**config.mk**
```make
export PLATFORM = sky130hd
export DESIGN_NAME = stun_response_parser_unit_flat
export DESIGN_NICKNAME = d
export VERILOG_FILES = /design/src/rtl/srp_pkg.sv /design/src/rtl/srp_byte_if.sv /design/src/rtl/srp_summary_if.sv /design/src/rtl/stun_response_parser_unit.sv /design/src/rtl/srp_parse_core.sv /design/src/flat_wrapper.sv
export VERILOG_INCLUDE_DIRS = /design/src /design/src/rtl
export SDC_FILE = /design/constraint.sdc
export NUM_CORES = 1
export LEC_CHECK = 0
export BUFFER_PORTS_ARGS = -buffer_cell sky130_fd_sc_hd__clkbuf_2
export CAP_MARGIN = 5
export CORE_MARGIN = 2
export CORE_UTILIZATION = 64
export DETAILED_ROUTE_END_ITERATION = 7
export PLACE_DENSITY = 0.85
export SYNTH_ARGS = -nofsm -noshare
export SYNTH_HDL_FRONTEND = slang
export SYNTH_SLANG_ARGS = --single-unit
export TNS_END_PERCENT = 1
```
**constraint.sdc**
```tcl
create_clock -name clk -period 22.3 [get_ports clk]
set_clock_uncertainty 0.1 [all_clocks]
set_input_delay 1.115 -clock clk [delete_from_list [all_inputs] [get_ports clk]]
set_output_delay 1.115 -clock clk [all_outputs]
set_load 0.005 [all_outputs]
```
**src/rtl/assert_macros.svh**
```systemverilog
// Assertion helpers shared by the RTL.
`ifndef ASSERT_MACROS_SVH
`define ASSERT_MACROS_SVH

`ifndef NO_ASSERTIONS
// cond must be true in the cycle after trig
`define ASSERT_NEXT(label, clk, rst_n, trig, cond) \
    label: assert property (@(posedge clk) disable iff (!rst_n) (trig) |=> (cond)) \
        else $error("assertion failed: next-cycle check");
// cond must be true in the same cycle as trig
`define ASSERT_SAME(label, clk, rst_n, trig, cond) \
    label: assert property (@(posedge clk) disable iff (!rst_n) (trig) |-> (cond)) \
        else $error("assertion failed: same-cycle check");
`else
`define ASSERT_NEXT(label, clk, rst_n, trig, cond)
`define ASSERT_SAME(label, clk, rst_n, trig, cond)
`endif

`endif

```
**src/rtl/srp_pkg.sv**
```systemverilog
package srp_pkg;

    localparam int MAX_DATAGRAM = 1024;
    localparam int CNT_W        = $clog2(MAX_DATAGRAM + 1);
    localparam int HDR_BYTES    = 20;

    localparam logic [15:0] RESP_TYPE_RESET = 16'h0101;

    localparam logic [15:0] AT_MAPPED     = 16'h0001;
    localparam logic [15:0] AT_CHANGED    = 16'h0005;
    localparam logic [15:0] AT_USERNAME   = 16'h0006;
    localparam logic [15:0] AT_XOR_MAPPED = 16'h0020;
    localparam logic [15:0] AT_OTHER      = 16'h802C;

    typedef enum logic [1:0] {
        PH_HEADER = 2'd0,
        PH_ATTR   = 2'd1,
        PH_SKIP   = 2'd2
    } srp_phase_t;

    typedef enum logic [1:0] {
        ST_OK       = 2'd0,
        ST_SHORT    = 2'd1,
        ST_NOT_RESP = 2'd2,
        ST_TRUNC    = 2'd3
    } srp_status_t;

    typedef struct packed {
        logic step;
        logic last;
    } srp_ctrl_t;

    typedef struct packed {
        srp_status_t status;
        logic [15:0] message_type;
        logic [31:0] magic_cookie;
        logic [31:0] tid_high;
        logic [63:0] tid_low;
        logic        mapped_valid;
        logic [15:0] mapped_port;
        logic [31:0] mapped_ip;
        logic        changed_valid;
        logic [15:0] changed_port;
        logic [31:0] changed_ip;
        logic        username_seen;
    } srp_result_t;

endpackage

```
**src/rtl/srp_byte_if.sv**
```systemverilog
interface srp_byte_if;
    logic       valid;
    logic       ready;
    logic [7:0] data_byte;
    logic       last_byte;

    modport source (output valid, output data_byte, output last_byte, input ready);
    modport sink   (input valid, input data_byte, input last_byte, output ready);
endinterface

```
**src/rtl/srp_summary_if.sv**
```systemverilog
interface srp_summary_if;
    logic        valid;
    logic        ready;
    logic [1:0]  status;
    logic [15:0] message_type;
    logic [31:0] magic_cookie;
    logic [31:0] tid_high;
    logic [63:0] tid_low;
    logic        mapped_valid;
    logic [15:0] mapped_port;
    logic [31:0] mapped_ip;
    logic        changed_valid;
    logic [15:0] changed_port;
    logic [31:0] changed_ip;
    logic        username_seen;

    modport source (
        output valid, output status, output message_type, output magic_cookie,
        output tid_high, output tid_low, output mapped_valid, output mapped_port,
        output mapped_ip, output changed_valid, output changed_port, output changed_ip,
        output username_seen, input ready
    );
    modport sink (
        input valid, input status, input message_type, input magic_cookie,
        input tid_high, input tid_low, input mapped_valid, input mapped_port,
        input mapped_ip, input changed_valid, input changed_port, input changed_ip,
        input username_seen, output ready
    );
endinterface

```
**src/rtl/stun_response_parser_unit.sv**
```systemverilog
// Latency: the summary is valid in the cycle after the transfer of the last byte.
// Throughput: one byte per cycle while the summary slot is free for a last byte;
// the byte walk is a single pass between the packet state and summary registers.
// A byte that is not the last is taken even while a summary waits downstream.
// Reset (rst_n low, asynchronous): packet state cleared, no summary pending,
// response type register back to 0x0101.
`include "assert_macros.svh"

module stun_response_parser_unit
    import srp_pkg::*;
(
    input  logic          clk,
    input  logic          rst_n,
    input  logic          cfg_we,
    input  logic [15:0]   cfg_data,
    srp_byte_if.sink      rx,
    srp_summary_if.source summary
);

    // Message type whose attributes get walked; the user must write it only while idle (not enforced here).
    logic [15:0] resp_type_reg;

    // Output register: holds one summary until the sink takes it.
    logic        out_valid_reg, out_valid_next;
    srp_result_t out_reg;

    srp_ctrl_t   ctrl;
    srp_result_t core_result;
    logic        out_free;
    logic        short_bare;

    // A slot is free when empty or being drained this cycle. Only a last byte
    // needs the slot, so plain bytes keep flowing behind a stalled summary.
    assign out_free  = !out_valid_reg || summary.ready;
    assign rx.ready  = out_free || !rx.last_byte;
    assign ctrl.step = rx.valid && rx.ready;
    assign ctrl.last = rx.last_byte;

    srp_parse_core u_core (
        .clk           (clk),
        .rst_n         (rst_n),
        .ctrl          (ctrl),
        .data_byte     (rx.data_byte),
        .response_type (resp_type_reg),
        .result        (core_result)
    );

    always_ff @(posedge clk or negedge rst_n)
    begin
        if (!rst_n)
            resp_type_reg <= RESP_TYPE_RESET;
        else if (cfg_we)
            resp_type_reg <= cfg_data;
    end

    // Advance the output slot: load on a last-byte transfer, drop on a
    // summary transfer, hold otherwise.
    always_comb
    begin
        priority if (ctrl.step && ctrl.last)
            out_valid_next = 1'b1;
        else if (summary.ready)
            out_valid_next = 1'b0;
        else
            out_valid_next = out_valid_reg;
    end

    always_ff @(posedge clk or negedge rst_n)
    begin
        if (!rst_n)
            out_valid_reg <= 1'b0;
        else
            out_valid_reg <= out_valid_next;
    end

    always_ff @(posedge clk)
    begin
        if (ctrl.step && ctrl.last)
            out_reg <= core_result;
    end

    assign summary.valid         = out_valid_reg;
    assign summary.status        = out_reg.status;
    assign summary.message_type  = out_reg.message_type;
    assign summary.magic_cookie  = out_reg.magic_cookie;
    assign summary.tid_high      = out_reg.tid_high;
    assign summary.tid_low       = out_reg.tid_low;
    assign summary.mapped_valid  = out_reg.mapped_valid;
    assign summary.mapped_port   = out_reg.mapped_port;
    assign summary.mapped_ip     = out_reg.mapped_ip;
    assign summary.changed_valid = out_reg.changed_valid;
    assign summary.changed_port  = out_reg.changed_port;
    assign summary.changed_ip    = out_reg.changed_ip;
    assign summary.username_seen = out_reg.username_seen;

    // No address, no type: what a short datagram must look like.
    assign short_bare = !summary.mapped_valid && !summary.changed_valid
                        && summary.message_type == 16'd0;

    // A last-byte transfer always yields a summary in the next cycle.
    `ASSERT_NEXT(a_last_gives_summary, clk, rst_n, ctrl.step && ctrl.last, summary.valid)
    // A plain byte with the slot empty never creates a summary.
    `ASSERT_NEXT(a_plain_no_summary, clk, rst_n, ctrl.step && !ctrl.last && !summary.valid, !summary.valid)
    // A short datagram reports nothing beyond its status.
    `ASSERT_SAME(a_short_is_bare, clk, rst_n, summary.valid && summary.status == ST_SHORT, short_bare)
    // A last byte is refused only while a summary is stuck downstream.
    `ASSERT_SAME(a_stall_reason, clk, rst_n, !rx.ready, !out_free && rx.last_byte)

endmodule

```
**src/rtl/srp_parse_core.sv**
```systemverilog
module srp_parse_core
    import srp_pkg::*;
(
    input  logic        clk,
    input  logic        rst_n,
    input  srp_ctrl_t   ctrl,
    input  logic [7:0]  data_byte,
    input  logic [15:0] response_type,
    output srp_result_t result
);

    // control state
    logic [CNT_W-1:0] count_reg, count_next;
    srp_phase_t       phase_reg, phase_next;
    logic [CNT_W-1:0] off_reg, off_next;
    logic             user_reg, user_next;
    logic             xor_v_reg, xor_v_next;
    logic             plain_v_reg, plain_v_next;
    logic             other_v_reg, other_v_next;

    // payload state
    logic [15:0] type_reg, type_next;
    logic [31:0] cookie_reg, cookie_next;
    logic [95:0] tid_reg, tid_next;
    logic [15:0] atype_reg, atype_next;
    logic [15:0] alen_reg, alen_next;
    logic [7:0]  val_reg [0:5];
    logic [7:0]  val_next [0:5];
    logic [47:0] xor_reg, xor_next;
    logic [47:0] plain_reg, plain_next;
    logic [47:0] other_reg, other_next;

    logic             take;
    logic [CNT_W-1:0] off_m4;
    logic [2:0]       vidx;
    logic [2:0]       vslot;
    logic [CNT_W-1:0] off_inc;
    logic [17:0]      off_inc_x;
    logic [17:0]      end_val;
    logic [17:0]      padded;
    logic [17:0]      trunc_end;
    logic             finish;
    logic [7:0]       vcur [0:5];
    logic [15:0]      port_cur;
    logic [31:0]      ip_cur;
    logic             use_xor;

    always_comb
    begin
        count_next   = count_reg;
        phase_next   = phase_reg;
        off_next     = off_reg;
        user_next    = user_reg;
        xor_v_next   = xor_v_reg;
        plain_v_next = plain_v_reg;
        other_v_next = other_v_reg;
        type_next    = type_reg;
        cookie_next  = cookie_reg;
        tid_next     = tid_reg;
        atype_next   = atype_reg;
        alen_next    = alen_reg;
        val_next     = val_reg;
        xor_next     = xor_reg;
        plain_next   = plain_reg;
        other_next   = other_reg;

        take      = ctrl.step && (count_reg < CNT_W'(MAX_DATAGRAM));
        off_m4    = off_reg - CNT_W'(4);
        vidx      = off_m4[2:0];
        vslot     = 3'(vidx - 3'd2);
        off_inc   = off_reg + CNT_W'(1);
        off_inc_x = 18'(off_inc);
        end_val   = 18'd0;
        padded    = 18'd0;
        finish    = 1'b0;
        vcur      = val_reg;
        port_cur  = 16'd0;
        ip_cur    = 32'd0;

        if (take)
        begin
            count_next = count_reg + CNT_W'(1);
            unique case (phase_reg)
                PH_HEADER:
                begin
                    priority if (count_reg == CNT_W'(0))
                        type_next = {data_byte, 8'h00};
                    else if (count_reg == CNT_W'(1))
                        type_next = {type_reg[15:8], data_byte};
                    else if (count_reg >= CNT_W'(4) && count_reg < CNT_W'(8))
                        cookie_next = {cookie_reg[23:0], data_byte};
                    else if (count_reg >= CNT_W'(8) && count_reg < CNT_W'(HDR_BYTES))
                        tid_next = {tid_reg[87:0], data_byte};
                    else
                        type_next = type_reg;
                    if (count_reg == CNT_W'(HDR_BYTES - 1))
                        phase_next = (type_reg == response_type) ? PH_ATTR : PH_SKIP;
                end
                PH_ATTR:
                begin
                    // capture the attribute header or value bytes 2 to 7 (port and address)
                    if (off_reg < CNT_W'(4))
                    begin
                        unique case (off_reg[1:0])
                            2'd0:    atype_next = {data_byte, 8'h00};
                            2'd1:    atype_next = {atype_reg[15:8], data_byte};
                            2'd2:    alen_next  = {data_byte, 8'h00};
                            default: alen_next  = {alen_reg[15:8], data_byte};
                        endcase
                    end
                    else if (off_m4 < CNT_W'(8) && vidx >= 3'd2)
                    begin
                        val_next[vslot] = data_byte;
                        vcur[vslot]     = data_byte;
                    end

                    end_val  = 18'd4 + 18'(alen_next);
                    padded   = 18'd4 + ((18'(alen_next) + 18'd3) & ~18'd3);
                    finish   = (off_inc_x >= 18'd4) && (off_inc_x == end_val);
                    port_cur = {vcur[0], vcur[1]};
                    ip_cur   = {vcur[2], vcur[3], vcur[4], vcur[5]};

                    if (finish)
                    begin
                        if (atype_next == AT_USERNAME)
                            user_next = 1'b1;
                        else if (alen_next >= 16'd8)
                        begin
                            // keep the first of each kind
                            if (atype_next == AT_XOR_MAPPED && !xor_v_reg)
                            begin
                                xor_v_next = 1'b1;
                                xor_next   = {port_cur ^ cookie_reg[31:16], ip_cur ^ cookie_reg};
                            end
                            else if (atype_next == AT_MAPPED && !plain_v_reg)
                            begin
                                plain_v_next = 1'b1;
                                plain_next   = {port_cur, ip_cur};
                            end
                            else if ((atype_next == AT_CHANGED || atype_next == AT_OTHER)
                                     && !other_v_reg)
                            begin
                                other_v_next = 1'b1;
                                other_next   = {port_cur, ip_cur};
                            end
                        end
                    end

                    if (off_inc_x >= 18'd4 && off_inc_x >= padded)
                        off_next = '0;
                    else
                        off_next = off_inc;
                end
                default:
                begin
                    phase_next = phase_reg;
                end
            endcase
        end
    end

    // summary built from the state after this byte
    always_comb
    begin
        trunc_end = 18'd4 + 18'(alen_next);
        use_xor   = xor_v_next;
        result    = '0;
        if (phase_next == PH_HEADER)
            result.status = ST_SHORT;
        else
        begin
            if (phase_next == PH_SKIP)
                result.status = ST_NOT_RESP;
            else if (off_next != '0 && 18'(off_next) < trunc_end)
                result.status = ST_TRUNC;
            else
                result.status = ST_OK;
            result.message_type  = type_next;
            result.magic_cookie  = cookie_next;
            result.tid_high      = tid_next[95:64];
            result.tid_low       = tid_next[63:0];
            result.mapped_valid  = xor_v_next || plain_v_next;
            if (use_xor)
            begin
                result.mapped_port = xor_next[47:32];
                result.mapped_ip   = xor_next[31:0];
            end
            else if (plain_v_next)
            begin
                result.mapped_port = plain_next[47:32];
                result.mapped_ip   = plain_next[31:0];
            end
            result.changed_valid = other_v_next;
            if (other_v_next)
            begin
                result.changed_port = other_next[47:32];
                result.changed_ip   = other_next[31:0];
            end
            result.username_seen = user_next;
        end
    end

    always_ff @(posedge clk or negedge rst_n)
    begin
        if (!rst_n)
        begin
            count_reg   <= '0;
            phase_reg   <= PH_HEADER;
            off_reg     <= '0;
            user_reg    <= 1'b0;
            xor_v_reg   <= 1'b0;
            plain_v_reg <= 1'b0;
            other_v_reg <= 1'b0;
        end
        else if (ctrl.step && ctrl.last)
        begin
            // drop the packet state once the summary is out
            count_reg   <= '0;
            phase_reg   <= PH_HEADER;
            off_reg     <= '0;
            user_reg    <= 1'b0;
            xor_v_reg   <= 1'b0;
            plain_v_reg <= 1'b0;
            other_v_reg <= 1'b0;
        end
        else
        begin
            count_reg   <= count_next;
            phase_reg   <= phase_next;
            off_reg     <= off_next;
            user_reg    <= user_next;
            xor_v_reg   <= xor_v_next;
            plain_v_reg <= plain_v_next;
            other_v_reg <= other_v_next;
        end
    end

    always_ff @(posedge clk or negedge rst_n)
    begin
        if (!rst_n)
        begin
            type_reg   <= '0;
            cookie_reg <= '0;
            tid_reg    <= '0;
            atype_reg  <= '0;
            alen_reg   <= '0;
            val_reg    <= '{default: '0};
            xor_reg    <= '0;
            plain_reg  <= '0;
            other_reg  <= '0;
        end
        else
        begin
            type_reg   <= type_next;
            cookie_reg <= cookie_next;
            tid_reg    <= tid_next;
            atype_reg  <= atype_next;
            alen_reg   <= alen_next;
            val_reg    <= val_next;
            xor_reg    <= xor_next;
            plain_reg  <= plain_next;
            other_reg  <= other_next;
        end
    end

endmodule

```
**src/flat_wrapper.sv**
```systemverilog
// flat-port wrapper written by rule: the top's interface ports become plain ports
module stun_response_parser_unit_flat import srp_pkg::*;
  (clk, rst_n, cfg_we, cfg_data, rx_valid, rx_data_byte, rx_last_byte, rx_ready, summary_valid, summary_status, summary_message_type, summary_magic_cookie, summary_tid_high, summary_tid_low, summary_mapped_valid, summary_mapped_port, summary_mapped_ip, summary_changed_valid, summary_changed_port, summary_changed_ip, summary_username_seen, summary_ready);
  srp_byte_if rx_i ();
  srp_summary_if summary_i ();
  input  logic clk;
  input  logic rst_n;
  input  logic cfg_we;
  input  logic [15:0] cfg_data;
  input wire logic [$bits(rx_i.valid)-1:0] rx_valid;
  input wire logic [$bits(rx_i.data_byte)-1:0] rx_data_byte;
  input wire logic [$bits(rx_i.last_byte)-1:0] rx_last_byte;
  output wire logic [$bits(rx_i.ready)-1:0] rx_ready;
  output wire logic [$bits(summary_i.valid)-1:0] summary_valid;
  output wire logic [$bits(summary_i.status)-1:0] summary_status;
  output wire logic [$bits(summary_i.message_type)-1:0] summary_message_type;
  output wire logic [$bits(summary_i.magic_cookie)-1:0] summary_magic_cookie;
  output wire logic [$bits(summary_i.tid_high)-1:0] summary_tid_high;
  output wire logic [$bits(summary_i.tid_low)-1:0] summary_tid_low;
  output wire logic [$bits(summary_i.mapped_valid)-1:0] summary_mapped_valid;
  output wire logic [$bits(summary_i.mapped_port)-1:0] summary_mapped_port;
  output wire logic [$bits(summary_i.mapped_ip)-1:0] summary_mapped_ip;
  output wire logic [$bits(summary_i.changed_valid)-1:0] summary_changed_valid;
  output wire logic [$bits(summary_i.changed_port)-1:0] summary_changed_port;
  output wire logic [$bits(summary_i.changed_ip)-1:0] summary_changed_ip;
  output wire logic [$bits(summary_i.username_seen)-1:0] summary_username_seen;
  input wire logic [$bits(summary_i.ready)-1:0] summary_ready;
  assign rx_i.valid = rx_valid;
  assign rx_i.data_byte = rx_data_byte;
  assign rx_i.last_byte = rx_last_byte;
  assign rx_ready = rx_i.ready;
  assign summary_valid = summary_i.valid;
  assign summary_status = summary_i.status;
  assign summary_message_type = summary_i.message_type;
  assign summary_magic_cookie = summary_i.magic_cookie;
  assign summary_tid_high = summary_i.tid_high;
  assign summary_tid_low = summary_i.tid_low;
  assign summary_mapped_valid = summary_i.mapped_valid;
  assign summary_mapped_port = summary_i.mapped_port;
  assign summary_mapped_ip = summary_i.mapped_ip;
  assign summary_changed_valid = summary_i.changed_valid;
  assign summary_changed_port = summary_i.changed_port;
  assign summary_changed_ip = summary_i.changed_ip;
  assign summary_username_seen = summary_i.username_seen;
  assign summary_i.ready = summary_ready;
  stun_response_parser_unit u_core (.clk(clk), .rst_n(rst_n), .cfg_we(cfg_we), .cfg_data(cfg_data), .rx(rx_i), .summary(summary_i));
endmodule
```
==> impl_metrics.tcl <==
set metrics [dict create \
    fp.dieW_um 220 \
    grt_pass1_wl_um 121000 \
    cts_root_buffer "clkbuf_16" \
    p_per_area_nw_per_um2 82.0 \
    synthAdderAreaFrac_pct 1.38 \
    r2r_slack_ns 13.65 \
    die-area_um2 48600 \
    fin_area_um2 33900 \
    syn_nets 2502 \
    cts_repair_resize_count 0 \
    post_cts_buffers 0 \
    cts.clk_slew.worst_paths_ns 0.06 \
    max_freq_ghz 0.116 \
    overflow 0 \
    drv_slew 0 \
    yosys.area_share.simple_pct 12.4 \
    num_rows 79 \
    synth_cells 2439 \
    setup_viol 0 \
    drive_gt1_share_pct 26.2 \
    dp_hpwl_um 51400 \
    die_height_um 220 \
    tightest_slew_ns 1.19 \
    syn_area_um2 30000 \
    grt_usage_pct 33.2 \
    wl_per_cell_um 24.3 \
    power.leakage_uw 0.0152 \
    synth-async-reset-ratio_pct 62.8 \
    cp_slowest_cell "dfrtp_1" \
    status "completed" \
    worst_slew_margin_rel_pct 20.7 \
    reg2reg_depth 35 \
    grt_pass1_vias 20370 \
    max_cap_viol_count 0 \
    place_area_um2 31700 \
    numCtsBuffers 66 \
    fin_cells 3318 \
    drt-vias-per-instance 6.25 \
    synth_compound_area_share_pct 9.25 \
    synth.area.mux_share_pct 11.4 \
    final_nets 2714 \
    start_util_pct 64.6 \
    synth_xor_area_share_pct 3.33 \
    antenna_left 0 \
    hold_viol 0 \
    min_path_type "flip-flop to flip-flop" \
    portBuffers 276 \
    cp_max_fo 15 \
    cp-start-kind "flip-flop" \
    min_period_ns 8.65 \
    largest_reg_flops 96 \
    ys_warn_count 0 \
    antenna_found_initial 7 \
    cp.required_ns 22.66 \
    synth_area_per_cell_um2 12.3 \
    first_pass_iters 6 \
    seq_area_frac_synth_pct 59.0 \
    drt_iter0_markers 2118 \
    fin_crit_sh_pct 38.8 \
    cts_hold_buf 0 \
    dp.cells 3190 \
    io_pins 277 \
    wirelength_um 80600 \
    vias 20721 \
    worstPathArrival_ns 9.00 \
    ys_seq_elements 658 \
    setup_tns_ns 0 \
    crit_path_max_incr_delay_ns 0.57 \
    cts_buffer_depth 3 \
    critPathKind "flip-flop to flip-flop" \
    hold_ws_ns 0.369 \
    cts_tree "built" \
    synth-main-ff-cell "dfrtp_1" \
    n_fill_cell 2859 \
    synth_edf_count 245 \
    cp-end-kind "flip-flop" \
    clkSinkCount 658 \
    synth_top_family_by_area "simple AND/OR/NAND/NOR gates" \
    min_to "u_core.u_core.val_reg[10]$_DFFE_PN0P_" \
    place.gp.congestion 0.901 \
    cts_max_level 3 \
    rsz0062_at_grt "no" \
    reg2reg_from "u_core.u_core.off_reg[1]$_DFF_PN0_" \
    holdPathStages 2 \
    hold_start "u_core.u_core.val_reg[10]$_DFFE_PN0P_" \
    yosysUniqueCellTypes 81 \
    syn2layout_area_growth_pct 13.3 \
    clock_latency_ns 0.62 \
    rr_endpoint "u_core.summary.status[0]$_SDFFCE_PP1P_" \
    grt_start_max_net_pins 159 \
    fp.coreArea_um2 46400 \
    ir_drop_v 0.0000793 \
    drc 0 \
]
[metal layers]
metal | global-route usage (%) | up-vias | part of all wire (%)
met5 | 0 | - | 0
met4 | 17.0 | 0 | 4.4
met3 | 5.39 | 189 | 7.1
met2 | 52.3 | 960 | 48
met1 | 45.2 | 10469 | 40
li1 | - | 9103 | -
[cell usage in the layout (no fill, tap or decap), types with 61 or more instances in the layout]
cell / netlist / final
a22o_1: 73 / 73
and2_1: 158 / 158
clkbuf_16: 0 / 68
clkbuf_2: 0 / 275
dfrtp_1: 411 / 410
edfxtp_1: 245 / 245
inv_1: 72 / 71
mux2_2: 250 / 250
mux2i_1: 61 / 61
nand2_1: 257 / 256
nor2_1: 111 / 110
o21ai_0: 84 / 83
xnor2_1: 89 / 89
[Yosys cell counts (all sizes together) (7+ instances only)]
cell type	count	area, um^2
a21o	7	52.6
a21oi	26	130
a22o	73	639
a22oi	16	120
a31oi	7	43.8
and2	161	1010
and3	9	56.3
and4	8	70.1
buf	28	169
clkbuf	130	488
dfrtp	411	10300
edfxtp	245	7360
ha	33	413
inv	74	278
mux2	250	2820
mux2i	61	611
nand2	257	965
nand3	28	140
nand4	27	169
nor2	111	417
nor2b	54	338
nor3	28	140
nor4	15	106
o211ai	7	52.6
o21a	8	60.1
o21ai	85	429
o22ai	8	50.1
o2bb2ai	50	563
or3	10	62.6
or4	12	105
xnor2	89	780
xor2	25	219
[critical path, delay by kind of cell (launching register included)]
family                   cells  cell delay, ns
flip-flops                   1            0.57
XOR/XNOR                     1            0.11
AND/OR/NAND/NOR              8            1.81
buffers and inverters        3            0.59
adder cells (fa/ha/maj)      4            1.74
AO/OA/AOI/OAI               19            3.54
[report_power, final]
| part | leakage, uW | switching (uW) | internal, uW |
|---|---|---|---|
| sequential | 0.00795 | 76.6 | 1330 |
| clock | 0.00107 | 476 | 652 |
| combinational | 0.00614 | 141 | 111 |
[kinds of logic (layout without fill, tap and decap cells)]
family	after synthesis	count (layout)
simple gates	740	740
buf+inv	233	496
flops	658	658
compound gates	350	350
xor+xnor	114	114
fa+ha+maj	33	33
other cells	0	9
mux	311	311
[per-stage QoR]
stage | utilization [%] | power, uW | worst slack (ns)
final | 73.2 | 2780 | 13.65
after global routing | 73.2 | 2870 | 12.77
after CTS | 73.2 | 2780 | 13.68
after detailed placement | 68.4 | 1670 | 13.75
after global placement | 68.4 | 1650 | 13.82
after floorplan | - | 1570 | 13.27
[cell type report]
class / count / area [um^2] / share of cell area [%]
well taps: 607 / 759 / 2.24
inverters: 75 / 289 / 0.852
multi-input cells: 1548 / 11400 / 33.5
flip-flops and latches: 658 / 17700 / 52.1
clock buffers: 96 / 1880 / 5.53
repair buffers: 302 / 1600 / 4.71
clock inverters: 23 / 317 / 0.933
diodes: 9 / 22.5 / 0.0664
[worst max path at each step]
stage                                             from                                    endpoint  slack [ns]
finish              u_core.u_core.off_reg[1]$_DFF_PN0_      u_core.summary.status[0]$_SDFFCE_PP1P_       13.65
global route        u_core.u_core.off_reg[0]$_DFF_PN0_      u_core.summary.status[0]$_SDFFCE_PP1P_       12.77
CTS                 u_core.u_core.off_reg[4]$_DFF_PN0_      u_core.summary.status[0]$_SDFFCE_PP1P_       13.68
detailed placement                     rx_data_byte[3]      u_core.summary.status[0]$_SDFFCE_PP1P_       13.75
global placement                       rx_data_byte[3]      u_core.summary.status[0]$_SDFFCE_PP1P_       13.82
floorplan                                summary_ready  u_core.summary.changed_ip[0]$_SDFFCE_PP0P_       13.27
Note: power is estimated with default switching activity, not from simulation.
